==> src/design/dltq_pkg.sv <==
// shared types, constants and helpers of the delta-list timer queue
// no dependencies; used by dltq_ram and delta_list_timer_queue
`default_nettype none
package dltq_pkg;

  localparam int SLOTS       = 16;
  localparam int MAX_RESULTS = 16;
  localparam int IW          = $clog2(SLOTS);
  localparam int PW          = $clog2(SLOTS + 1);
  localparam int CW          = $clog2(MAX_RESULTS + 1);

  localparam logic [PW-1:0] NIL = PW'(SLOTS);

  localparam logic [2:0] FN_START    = 3'd0;
  localparam logic [2:0] FN_STOP_ONE = 3'd1;
  localparam logic [2:0] FN_STOP_ALL = 3'd2;
  localparam logic [2:0] FN_QUERY    = 3'd3;
  localparam logic [2:0] FN_TICK     = 3'd4;

  localparam logic [1:0] ST_DONE = 2'd0;
  localparam logic [1:0] ST_FULL = 2'd1;
  localparam logic [1:0] ST_ZERO = 2'd2;
  localparam logic [1:0] ST_EXP  = 2'd3;

  typedef logic [IW-1:0] idx_t;
  typedef logic [PW-1:0] ptr_t;

  typedef struct packed {
    logic [15:0] owner;
    logic [15:0] event_code;
    logic [15:0] queue;
    logic [30:0] remaining;
    ptr_t        link;
  } entry_t;

  function automatic logic [30:0] sat_add(input logic [30:0] a, input logic [30:0] b);
    logic [31:0] s;
    s = {1'b0, a} + {1'b0, b};
    return s[31] ? 31'h7fffffff : s[30:0];
  endfunction

endpackage
`default_nettype wire

==> src/design/delta_list_timer_queue.sv <==
// delta-list timer queue: pool of SLOTS timers linked in expiry order
// in_* carries one command transaction (start, stop one, stop owner, query, tick),
// out_* returns its results; a tick returns one result per expired timer (up to 16) or one if none expired,
// every other command exactly one; out_last marks the final result of a command.
// cfg_* writes max_elapsed, the most time one tick may apply; write it only while idle.
// One command is in work at a time; in_ready is high only when the sequencer is idle.
// Each list step reads a slot from the slot memory (registered read)
// and evaluates it next cycle; unlinking adds a read and a write of the
// follower for merging the remainder into it.
// Query and stop walk the list once; start walks it twice (cancel, then insert).
// Tick: removes expired timers from the head, then lowers the new head's remainder.
// The result register lets the next result be computed while one waits; when the
// receiver stalls, the sequencer holds until the result register frees up.
// Synchronous reset empties the list, frees all slots and sets max_elapsed to
// 1000000; the slot memory needs no clearing.
// depends on dltq_pkg and dltq_ram
`default_nettype none
module delta_list_timer_queue
  import dltq_pkg::*;
(
  input  wire logic        clk,
  input  wire logic        rst_n,
  input  wire logic        in_valid,
  output logic             in_ready,
  input  wire logic [2:0]  in_func,
  input  wire logic [15:0] in_owner,
  input  wire logic [15:0] in_event_req,
  input  wire logic [30:0] in_delay,
  input  wire logic [15:0] in_queue_id,
  input  wire logic [30:0] in_elapsed,
  output logic             out_valid,
  input  wire logic        out_ready,
  output logic [1:0]       out_status,
  output logic             out_found,
  output logic [15:0]      out_exp_owner,
  output logic [15:0]      out_exp_event,
  output logic [15:0]      out_exp_queue,
  output logic             out_last,
  input  wire logic        cfg_valid,
  output logic             cfg_ready,
  input  wire logic [30:0] cfg_data
);

  localparam logic [3:0] S_IDLE = 4'd0;
  localparam logic [3:0] S_WRD  = 4'd1;
  localparam logic [3:0] S_WEV  = 4'd2;
  localparam logic [3:0] S_MRD  = 4'd3;
  localparam logic [3:0] S_MWR  = 4'd4;
  localparam logic [3:0] S_FREE = 4'd5;
  localparam logic [3:0] S_INST = 4'd6;
  localparam logic [3:0] S_INSP = 4'd7;
  localparam logic [3:0] S_INSC = 4'd8;
  localparam logic [3:0] S_TRD  = 4'd9;
  localparam logic [3:0] S_TEV  = 4'd10;
  localparam logic [3:0] S_TADJ = 4'd11;
  localparam logic [3:0] S_TFIN = 4'd12;
  localparam logic [3:0] S_DONE = 4'd13;

  // control
  logic [3:0]       state_r, state_nxt;
  ptr_t             head_r, head_nxt;
  logic [SLOTS-1:0] free_r, free_nxt;
  logic [30:0]      max_r;
  logic             pend_r, pend_nxt;
  logic [CW-1:0]    cnt_r, cnt_nxt;
  logic             out_valid_r, out_valid_nxt;

  // payload
  logic [2:0]  func_r, func_nxt;
  logic [15:0] own_r, own_nxt;
  logic [15:0] ev_r, ev_nxt;
  logic [15:0] q_r, q_nxt;
  logic [30:0] rem_r, rem_nxt;
  logic [30:0] carry_r, carry_nxt;
  logic        ins_r, ins_nxt;
  ptr_t        cur_r, cur_nxt;
  ptr_t        prv_r, prv_nxt;
  entry_t      prv_e_r, prv_e_nxt;
  entry_t      cur_e_r, cur_e_nxt;
  entry_t      pend_e_r, pend_e_nxt;
  idx_t        tslot_r, tslot_nxt;
  logic        found_r, found_nxt;
  logic [1:0]  st_r, st_nxt;
  logic [1:0]  ost_r, ost_nxt;
  logic        ofound_r, ofound_nxt;
  logic [15:0] oown_r, oown_nxt;
  logic [15:0] oev_r, oev_nxt;
  logic [15:0] oq_r, oq_nxt;
  logic        olast_r, olast_nxt;

  // memory port
  logic   we, re;
  idx_t   waddr, raddr;
  entry_t wdata, rd;

  dltq_ram u_ram (
    .clk   (clk),
    .we    (we),
    .waddr (waddr),
    .wdata (wdata),
    .re    (re),
    .raddr (raddr),
    .rdata (rd)
  );

  logic out_free;
  logic fr_hit;
  idx_t fr_idx;
  logic hit_q, hit_one, hit_all, hit;

  assign out_free  = !out_valid_r || out_ready;
  assign in_ready  = (state_r == S_IDLE);
  assign cfg_ready = 1'b1;

  always_comb begin
    fr_hit = 1'b0;
    fr_idx = '0;
    for (int i = SLOTS - 1; i >= 0; i--) begin
      if (free_r[i]) begin
        fr_hit = 1'b1;
        fr_idx = IW'(i);
      end
    end
  end

  assign hit_q   = (rd.owner == own_r) && ((ev_r == 16'd0) || (rd.event_code == ev_r));
  assign hit_one = (rd.owner == own_r) && (rd.event_code == ev_r);
  assign hit_all = (rd.owner == own_r);
  assign hit     = (func_r == FN_QUERY) ? hit_q :
                   (func_r == FN_STOP_ALL) ? hit_all : hit_one;

  always_comb begin
    state_nxt     = state_r;
    head_nxt      = head_r;
    free_nxt      = free_r;
    pend_nxt      = pend_r;
    cnt_nxt       = cnt_r;
    out_valid_nxt = out_valid_r && !out_ready;
    func_nxt      = func_r;
    own_nxt       = own_r;
    ev_nxt        = ev_r;
    q_nxt         = q_r;
    rem_nxt       = rem_r;
    carry_nxt     = carry_r;
    ins_nxt       = ins_r;
    cur_nxt       = cur_r;
    prv_nxt       = prv_r;
    prv_e_nxt     = prv_e_r;
    cur_e_nxt     = cur_e_r;
    pend_e_nxt    = pend_e_r;
    tslot_nxt     = tslot_r;
    found_nxt     = found_r;
    st_nxt        = st_r;
    ost_nxt       = ost_r;
    ofound_nxt    = ofound_r;
    oown_nxt      = oown_r;
    oev_nxt       = oev_r;
    oq_nxt        = oq_r;
    olast_nxt     = olast_r;
    we            = 1'b0;
    waddr         = '0;
    wdata         = rd;
    re            = 1'b0;
    raddr         = '0;

    unique case (state_r)
      S_IDLE: begin
        if (in_valid) begin
          func_nxt  = in_func;
          own_nxt   = in_owner;
          ev_nxt    = in_event_req;
          q_nxt     = in_queue_id;
          found_nxt = 1'b0;
          st_nxt    = ST_DONE;
          ins_nxt   = 1'b0;
          cur_nxt   = head_r;
          prv_nxt   = NIL;
          rem_nxt   = in_delay;
          priority if (in_func == FN_START && in_owner == 16'd0) begin
            st_nxt    = ST_ZERO;
            state_nxt = S_DONE;
          end else if (in_func == FN_START || in_func == FN_STOP_ONE ||
                       in_func == FN_STOP_ALL || in_func == FN_QUERY) begin
            state_nxt = S_WRD;
          end else if (in_func == FN_TICK) begin
            rem_nxt   = (in_elapsed > max_r) ? max_r : in_elapsed;
            cnt_nxt   = '0;
            pend_nxt  = 1'b0;
            state_nxt = S_TRD;
          end else begin
            state_nxt = S_DONE;
          end
        end
      end

      S_WRD: begin
        if (cur_r == NIL) begin
          if (func_r == FN_START) begin
            state_nxt = ins_r ? S_INST : S_FREE;
          end else begin
            state_nxt = S_DONE;
          end
        end else begin
          re        = 1'b1;
          raddr     = cur_r[IW-1:0];
          state_nxt = S_WEV;
        end
      end

      S_WEV: begin
        if (ins_r) begin
          if (rem_r < rd.remaining) begin
            cur_e_nxt = rd;
            state_nxt = S_INST;
          end else begin
            rem_nxt   = rem_r - rd.remaining;
            prv_nxt   = cur_r;
            prv_e_nxt = rd;
            cur_nxt   = rd.link;
            state_nxt = S_WRD;
          end
        end else if (hit && func_r == FN_QUERY) begin
          found_nxt = 1'b1;
          state_nxt = S_DONE;
        end else if (hit) begin
          // unlink and hand the remainder on to the follower
          found_nxt                 = 1'b1;
          free_nxt[cur_r[IW-1:0]]   = 1'b1;
          carry_nxt                 = rd.remaining;
          cur_nxt                   = rd.link;
          if (prv_r == NIL) begin
            head_nxt = rd.link;
          end else begin
            we             = 1'b1;
            waddr          = prv_r[IW-1:0];
            wdata          = prv_e_r;
            wdata.link     = rd.link;
            prv_e_nxt.link = rd.link;
          end
          state_nxt = S_MRD;
        end else begin
          prv_nxt   = cur_r;
          prv_e_nxt = rd;
          cur_nxt   = rd.link;
          state_nxt = S_WRD;
        end
      end

      S_MRD: begin
        if (cur_r == NIL) begin
          priority if (func_r == FN_STOP_ALL) state_nxt = S_WRD;
          else if (func_r == FN_START)        state_nxt = S_FREE;
          else                                state_nxt = S_DONE;
        end else begin
          re        = 1'b1;
          raddr     = cur_r[IW-1:0];
          state_nxt = S_MWR;
        end
      end

      S_MWR: begin
        we              = 1'b1;
        waddr           = cur_r[IW-1:0];
        wdata           = rd;
        wdata.remaining = sat_add(rd.remaining, carry_r);
        priority if (func_r == FN_STOP_ALL) state_nxt = S_WRD;
        else if (func_r == FN_START)        state_nxt = S_FREE;
        else                                state_nxt = S_DONE;
      end

      S_FREE: begin
        if (!fr_hit) begin
          st_nxt    = ST_FULL;
          state_nxt = S_DONE;
        end else begin
          tslot_nxt = fr_idx;
          ins_nxt   = 1'b1;
          cur_nxt   = head_r;
          prv_nxt   = NIL;
          state_nxt = S_WRD;
        end
      end

      S_INST: begin
        we                = 1'b1;
        waddr             = tslot_r;
        wdata.owner       = own_r;
        wdata.event_code  = ev_r;
        wdata.queue       = q_r;
        wdata.remaining   = rem_r;
        wdata.link        = cur_r;
        free_nxt[tslot_r] = 1'b0;
        state_nxt         = S_INSP;
      end

      S_INSP: begin
        if (prv_r == NIL) begin
          head_nxt = {1'b0, tslot_r};
        end else begin
          we         = 1'b1;
          waddr      = prv_r[IW-1:0];
          wdata      = prv_e_r;
          wdata.link = {1'b0, tslot_r};
        end
        state_nxt = S_INSC;
      end

      S_INSC: begin
        if (cur_r != NIL) begin
          we              = 1'b1;
          waddr           = cur_r[IW-1:0];
          wdata           = cur_e_r;
          wdata.remaining = cur_e_r.remaining - rem_r;
        end
        state_nxt = S_DONE;
      end

      S_TRD: begin
        if (head_r == NIL) begin
          state_nxt = S_TFIN;
        end else begin
          re        = 1'b1;
          raddr     = head_r[IW-1:0];
          state_nxt = (cnt_r == CW'(MAX_RESULTS)) ? S_TADJ : S_TEV;
        end
      end

      S_TEV: begin
        if (rd.remaining <= rem_r) begin
          // the previous expiry goes out once the result register is free; it is known not to be the last
          if (!pend_r || out_free) begin
            if (pend_r) begin
              out_valid_nxt = 1'b1;
              ost_nxt       = ST_EXP;
              ofound_nxt    = 1'b0;
              oown_nxt      = pend_e_r.owner;
              oev_nxt       = pend_e_r.event_code;
              oq_nxt        = pend_e_r.queue;
              olast_nxt     = 1'b0;
            end
            pend_nxt                 = 1'b1;
            pend_e_nxt               = rd;
            cnt_nxt                  = cnt_r + CW'(1);
            rem_nxt                  = rem_r - rd.remaining;
            head_nxt                 = rd.link;
            free_nxt[head_r[IW-1:0]] = 1'b1;
            state_nxt                = S_TRD;
          end
        end else begin
          state_nxt = S_TADJ;
        end
      end

      S_TADJ: begin
        we              = 1'b1;
        waddr           = head_r[IW-1:0];
        wdata           = rd;
        wdata.remaining = (rd.remaining > rem_r) ? rd.remaining - rem_r : 31'd0;
        state_nxt       = S_TFIN;
      end

      S_TFIN: begin
        if (out_free) begin
          out_valid_nxt = 1'b1;
          olast_nxt     = 1'b1;
          ofound_nxt    = 1'b0;
          if (pend_r) begin
            ost_nxt  = ST_EXP;
            oown_nxt = pend_e_r.owner;
            oev_nxt  = pend_e_r.event_code;
            oq_nxt   = pend_e_r.queue;
          end else begin
            ost_nxt  = ST_DONE;
            oown_nxt = 16'd0;
            oev_nxt  = 16'd0;
            oq_nxt   = 16'd0;
          end
          pend_nxt  = 1'b0;
          state_nxt = S_IDLE;
        end
      end

      S_DONE: begin
        if (out_free) begin
          out_valid_nxt = 1'b1;
          ost_nxt       = st_r;
          ofound_nxt    = found_r;
          oown_nxt      = 16'd0;
          oev_nxt       = 16'd0;
          oq_nxt        = 16'd0;
          olast_nxt     = 1'b1;
          state_nxt     = S_IDLE;
        end
      end

      default: begin
        state_nxt = S_IDLE;
      end
    endcase
  end

  always_ff @(posedge clk) begin
    if (!rst_n) begin
      state_r     <= S_IDLE;
      head_r      <= NIL;
      free_r      <= '1;
      max_r       <= 31'd1000000;
      pend_r      <= 1'b0;
      cnt_r       <= '0;
      out_valid_r <= 1'b0;
    end else begin
      state_r     <= state_nxt;
      head_r      <= head_nxt;
      free_r      <= free_nxt;
      pend_r      <= pend_nxt;
      cnt_r       <= cnt_nxt;
      out_valid_r <= out_valid_nxt;
      if (cfg_valid) begin
        max_r <= cfg_data;
      end
    end
  end

  always_ff @(posedge clk) begin
    func_r   <= func_nxt;
    own_r    <= own_nxt;
    ev_r     <= ev_nxt;
    q_r      <= q_nxt;
    rem_r    <= rem_nxt;
    carry_r  <= carry_nxt;
    ins_r    <= ins_nxt;
    cur_r    <= cur_nxt;
    prv_r    <= prv_nxt;
    prv_e_r  <= prv_e_nxt;
    cur_e_r  <= cur_e_nxt;
    pend_e_r <= pend_e_nxt;
    tslot_r  <= tslot_nxt;
    found_r  <= found_nxt;
    st_r     <= st_nxt;
    ost_r    <= ost_nxt;
    ofound_r <= ofound_nxt;
    oown_r   <= oown_nxt;
    oev_r    <= oev_nxt;
    oq_r     <= oq_nxt;
    olast_r  <= olast_nxt;
  end

  assign out_valid     = out_valid_r;
  assign out_status    = ost_r;
  assign out_found     = ofound_r;
  assign out_exp_owner = oown_r;
  assign out_exp_event = oev_r;
  assign out_exp_queue = oq_r;
  assign out_last      = olast_r;

  // the list head is never a free slot
  a_head_busy: assert property (@(posedge clk) disable iff (!rst_n)
    (head_r != NIL) |-> !free_r[head_r[IW-1:0]])
    else $error("list head points at a free slot");

  a_cnt_bound: assert property (@(posedge clk) disable iff (!rst_n)
    cnt_r <= CW'(MAX_RESULTS))
    else $error("expiry count beyond limit");

  a_pend_tick: assert property (@(posedge clk) disable iff (!rst_n)
    pend_r |-> (state_r == S_TRD || state_r == S_TEV || state_r == S_TADJ ||
                state_r == S_TFIN))
    else $error("pending expiry outside a tick");

  a_final_out: assert property (@(posedge clk) disable iff (!rst_n)
    ((state_r == S_TFIN || state_r == S_DONE) && out_free) |=> (out_valid && out_last))
    else $error("final result of a command not presented");

endmodule
`default_nettype wire

==> src/design/dltq_ram.sv <==
// slot memory of the timer queue: one write port, one registered read port
// depends on dltq_pkg for the entry layout
`default_nettype none
module dltq_ram
  import dltq_pkg::*;
(
  input  wire logic   clk,
  input  wire logic   we,
  input  wire idx_t   waddr,
  input  wire entry_t wdata,
  input  wire logic   re,
  input  wire idx_t   raddr,
  output entry_t      rdata
);

  entry_t mem [SLOTS];

  always_ff @(posedge clk) begin
    if (we) begin
      mem[waddr] <= wdata;
    end
    // read data holds while no read is issued
    if (re) begin
      rdata <= mem[raddr];
    end
  end

endmodule
`default_nettype wire

==> config.mk <==
export PLATFORM = sky130hd
export DESIGN_NAME = delta_list_timer_queue
export DESIGN_NICKNAME = d
export VERILOG_FILES = /design/src/design/dltq_pkg.sv /design/src/design/delta_list_timer_queue.sv /design/src/design/dltq_ram.sv
export SDC_FILE = /design/constraint.sdc
export NUM_CORES = 2
export LEC_CHECK = 0
export BUFFER_PORTS_ARGS = -buffer_cell sky130_fd_sc_hd__buf_2
export CORE_MARGIN = 2
export CORE_UTILIZATION = 30
export DETAILED_ROUTE_END_ITERATION = 7
export PLACE_DENSITY = 0.5
export SYNTH_ARGS = -nofsm -noshare
export SYNTH_HDL_FRONTEND = slang
export SYNTH_SLANG_ARGS = --single-unit
==> constraint.sdc <==
create_clock -name clk -period 7.95 [get_ports clk]
set_clock_uncertainty 0.05 [all_clocks]
set_input_delay 0.795 -clock clk [delete_from_list [all_inputs] [get_ports clk]]
set_output_delay 0.795 -clock clk [all_outputs]
set_load 0.005 [all_outputs]
==> impl_metrics.py <==
metrics = {
    "pwr": {
        "ir_worst_vdd_mv": 0.278,
        "p_sw_mw": 13.4,
        "cellPowerDensity_nw_per_um2": 393,
        "p_leak_nw": 30.8,
        "p_int_mw": 23.3,
        "total_power_mw": 36.7,
        "clock_power_share_pct": 24.3,
        "p_comb_share_pct": 33.3,
        "p_seq_share_pct": 42.4,
        "netSwitchingFraction_pct": 36.5,
    },
    "synthesis": {
        "synth_top_area_share_pct": 66.6,
        "ys_seq_area_share_pct": 68.2,
        "syn_area_per_cell_um2": 13.1,
        "synth_area_leaders": "edfxtp_1 67%, nand2_1 4.3%, a211oi_1 4.2%",
        "synth.cell_area_um2": 82100,
        "yosysWarnings": 0,
        "synth_ff_type": "edfxtp_1",
        "synth_top_area_cell": "edfxtp_1",
        "synthesis.nets": 6560,
        "async_flop_share_pct": 0,
        "syn_inst": 6251,
        "ys_seq_elements": 1885,
        "ys_types": 89,
        "synth_edf_count": 1822,
    },
    "global_route": {
        "grt_pass1_wl_um": 349000,
        "grt_pass1_vias": 51200,
        "gr-total-overflow": 0,
        "antenna_found_initial": 19,
        "grt_max_degree": 184,
        "grt_use_total_pct": 16.7,
    },
    "critical_path": {
        "worst_setup_path_start_kind": "flip-flop",
        "crit_start": "u_ram.rdata[73]$_DFFE_PP_",
        "critPathMaxFanout": 28,
        "rrSetupSlack_ps": 2480,
        "endpoint": "u_ram.mem[6][50]$_DFFE_PP_",
        "cp.arrival_ps": 5880,
        "rr_endpoint": "u_ram.mem[6][50]$_DFFE_PP_",
        "timing.rr.start": "u_ram.rdata[73]$_DFFE_PP_",
        "end_kind": "flip-flop",
        "path_class": "flip-flop to flip-flop",
        "required_ps": 8360,
        "rr_worst_depth": 10,
    },
    "final_layout": {
        "final_common_cell": "edfxtp_1",
        "syn2layout_area_growth_pct": 13.8,
        "num-fill-cells": 26600,
        "layout.nets": 6639,
        "final_layout_size_suffix_gt1_share_pct": 9.86,
        "finalCoreUtilization_pct": 34.2,
        "layout.cells.most_common_list": "1822 x edfxtp_1, 935 x nand2_1, 459 x a211oi_1",
    },
    "floorplan": {
        "rows": 192,
        "die_area_um2": 278000,
        "io-pin-count": 204,
        "die_y_um": 527,
        "start_util_pct": 30.1,
        "core_um2": 273000,
        "die_w_um": 527,
    },
    "sta": {
        "maxSlewHeadroom_pct": 7.03,
        "max_freq_mhz": 183,
        "drv_slew": 0,
        "rsz0062_at_grt": "false",
        "setup-tns-final_ps": 0,
        "tightest_slew_ps": 1390,
        "hold_viol": 0,
        "fin_crit_sh_pct": 68.9,
        "hold_ws_ps": 82.1,
        "finalCriticalPeriod_ps": 5470,
        "setup_viol": 0,
        "final.setup.worst_slack_ps": 2480,
    },
    "clock_tree": {
        "post-cts-setup-buffer-count": 0,
        "cts-buffers-inserted": 198,
        "cts_resized": 0,
        "clock_latency_ps": 850,
        "cts_max_level": 4,
        "cts_num_sinks": 1885,
        "cts_tree": "done",
        "clock_path_buffers": 3,
        "clkTransAtPathRegs_ps": 60,
        "hold_buffers": 0,
        "cts_root_buf": "clkbuf_16",
    },
    "drt": {
        "num_vias": 52700,
        "wl_per_cell_um": 23.7,
        "wl_um": 239000,
        "drc": 0,
        "drtAntennaViolNets": 0,
        "drt_iter0_markers": 5347,
        "dr.pass1.iters": 8,
        "viasPerCell": 5.23,
    },
    "placement": {
        "place_congestion": 0.877,
        "hpwl_um": 137000,
        "io_buffers": 202,
        "place_ws_ps": 2580,
    },
    "run_status": {
        "status": "completed",
    },
    "worst_hold_path": {
        "hold_path_class": "primary input to flip-flop",
        "min_path_cells": 1,
    },
    "flow_run": {
        "drv_cap": 0,
    },
}
-- how the worst min path moves through the flow --
stage / start / endpoint
2_1_floorplan: cnt_r[1]$_SDFFE_PN0P_ / cnt_r[1]$_SDFFE_PN0P_
3_3_place_gp: cnt_r[1]$_SDFFE_PN0P_ / cnt_r[1]$_SDFFE_PN0P_
3_5_place_dp: u_ram.rdata[42]$_DFFE_PP_ / prv_e_r[42]$_DFFE_PP_
4_1_cts: in_queue_id[5] / q_r[5]$_DFFE_PP_
5_1_grt: in_queue_id[4] / q_r[4]$_DFFE_PP_
6_report: in_queue_id[4] / q_r[4]$_DFFE_PP_
-- final cells by class --
cell class              count  area, um2  share of cell area (%)
multi-input cells        3806      24200                    25.9
well taps                3589       4490                    4.81
repair buffers            297       2090                    2.24
clock buffers             249       5200                    5.56
flip-flops and latches   1885      56000                    59.9
diodes                      3       7.51                 0.00803
clock inverters           102        932                   0.998
inverters                 142        536                   0.573
-- sequential cells by signal (all words and copies together), names as in the netlist, 2 cells and up --
| signal | flops |
|---|---|
| u_ram.mem | 1344 |
| own_r | 16 |
| out_exp_event | 16 |
| pend_e_r | 48 |
| tslot_r | 4 |
| cnt_r | 5 |
| st_r | 2 |
| out_status | 2 |
| u_ram.rdata | 84 |
| cur_e_r | 84 |
| out_exp_owner | 16 |
| carry_r | 31 |
| cur_r | 5 |
| rem_r | 31 |
| head_r | 5 |
| out_exp_queue | 16 |
| prv_r | 5 |
| func_r | 3 |
| max_r | 31 |
| ev_r | 16 |
| q_r | 16 |
| prv_e_r | 79 |
| state_r | 4 |
| free_r | 16 |
-- power groups by stage --
stage | sequential, mW | combinational [mW] | clock (mW)
after floorplan | 15.4 | 8.00 | 0
after global placement | 15.7 | 12.0 | 0
after detailed placement | 15.7 | 12.1 | 0
after CTS | 15.5 | 12.2 | 9.14
after global routing | 15.7 | 13.4 | 9.49
final | 15.6 | 12.2 | 8.91
-- worst max-delay path, stage by stage, from the launching register on --
cell      delay (ps)
edfxtp_1         450
xor2_1           180
nor4_1           450
nand4_1          620
nor3_2           470
nand2_1          270
o21ai_0          430
a21boi_0         300
nand2b_1         420
nor2_4           760
buf_4            640
-- cells in the mapped netlist (all sizes together), types with 12 or more instances --
cell type,count
nor4,25
a211oi,464
nor3,48
nand2b,32
dfxtp,63
and3,15
o21ai,164
a21oi,292
a31oi,189
xnor2,61
o21a,25
mux2i,40
a221oi,22
ha,156
nand3,54
inv,141
xor2,70
edfxtp,1822
and2,346
buf,116
o211ai,39
o21bai,19
a21boi,12
clkbuf,302
o22ai,27
a22oi,20
a222oi,75
nor2b,112
nor2,148
nand4,41
a21o,82
a311oi,171
nand2,938
-- routing by layer --
layer	GRT usage, %	vias to the layer above	routed length, um
li1	-	24100	-
met1	24.3	26600	112000
met2	25.8	1665	107000
met3	2.67	321	14800
met4	4.00	6	4970
met5	0	-	33
-- stage by stage --
step           area (um2)  cells
2_1_floorplan       82100   6251
3_3_place_gp        87300   9718
3_5_place_dp        87300   9718
4_1_cts             93400  10100
5_1_grt             93400  10100
6_report            93400  10100
-- kinds of logic after synthesis --
kind of cell | Yosys count | synth area share (%)
flops | 1885 | 68.2
simple gates | 1789 | 10.2
compound gates | 1684 | 14.5
buf+inv | 560 | 2.71
fa+ha+maj | 160 | 2.47
xor+xnor | 131 | 1.40
mux | 41 | 0.501
other cells | 1 | 0.00457
Note: power is estimated with default switching activity, not from simulation.
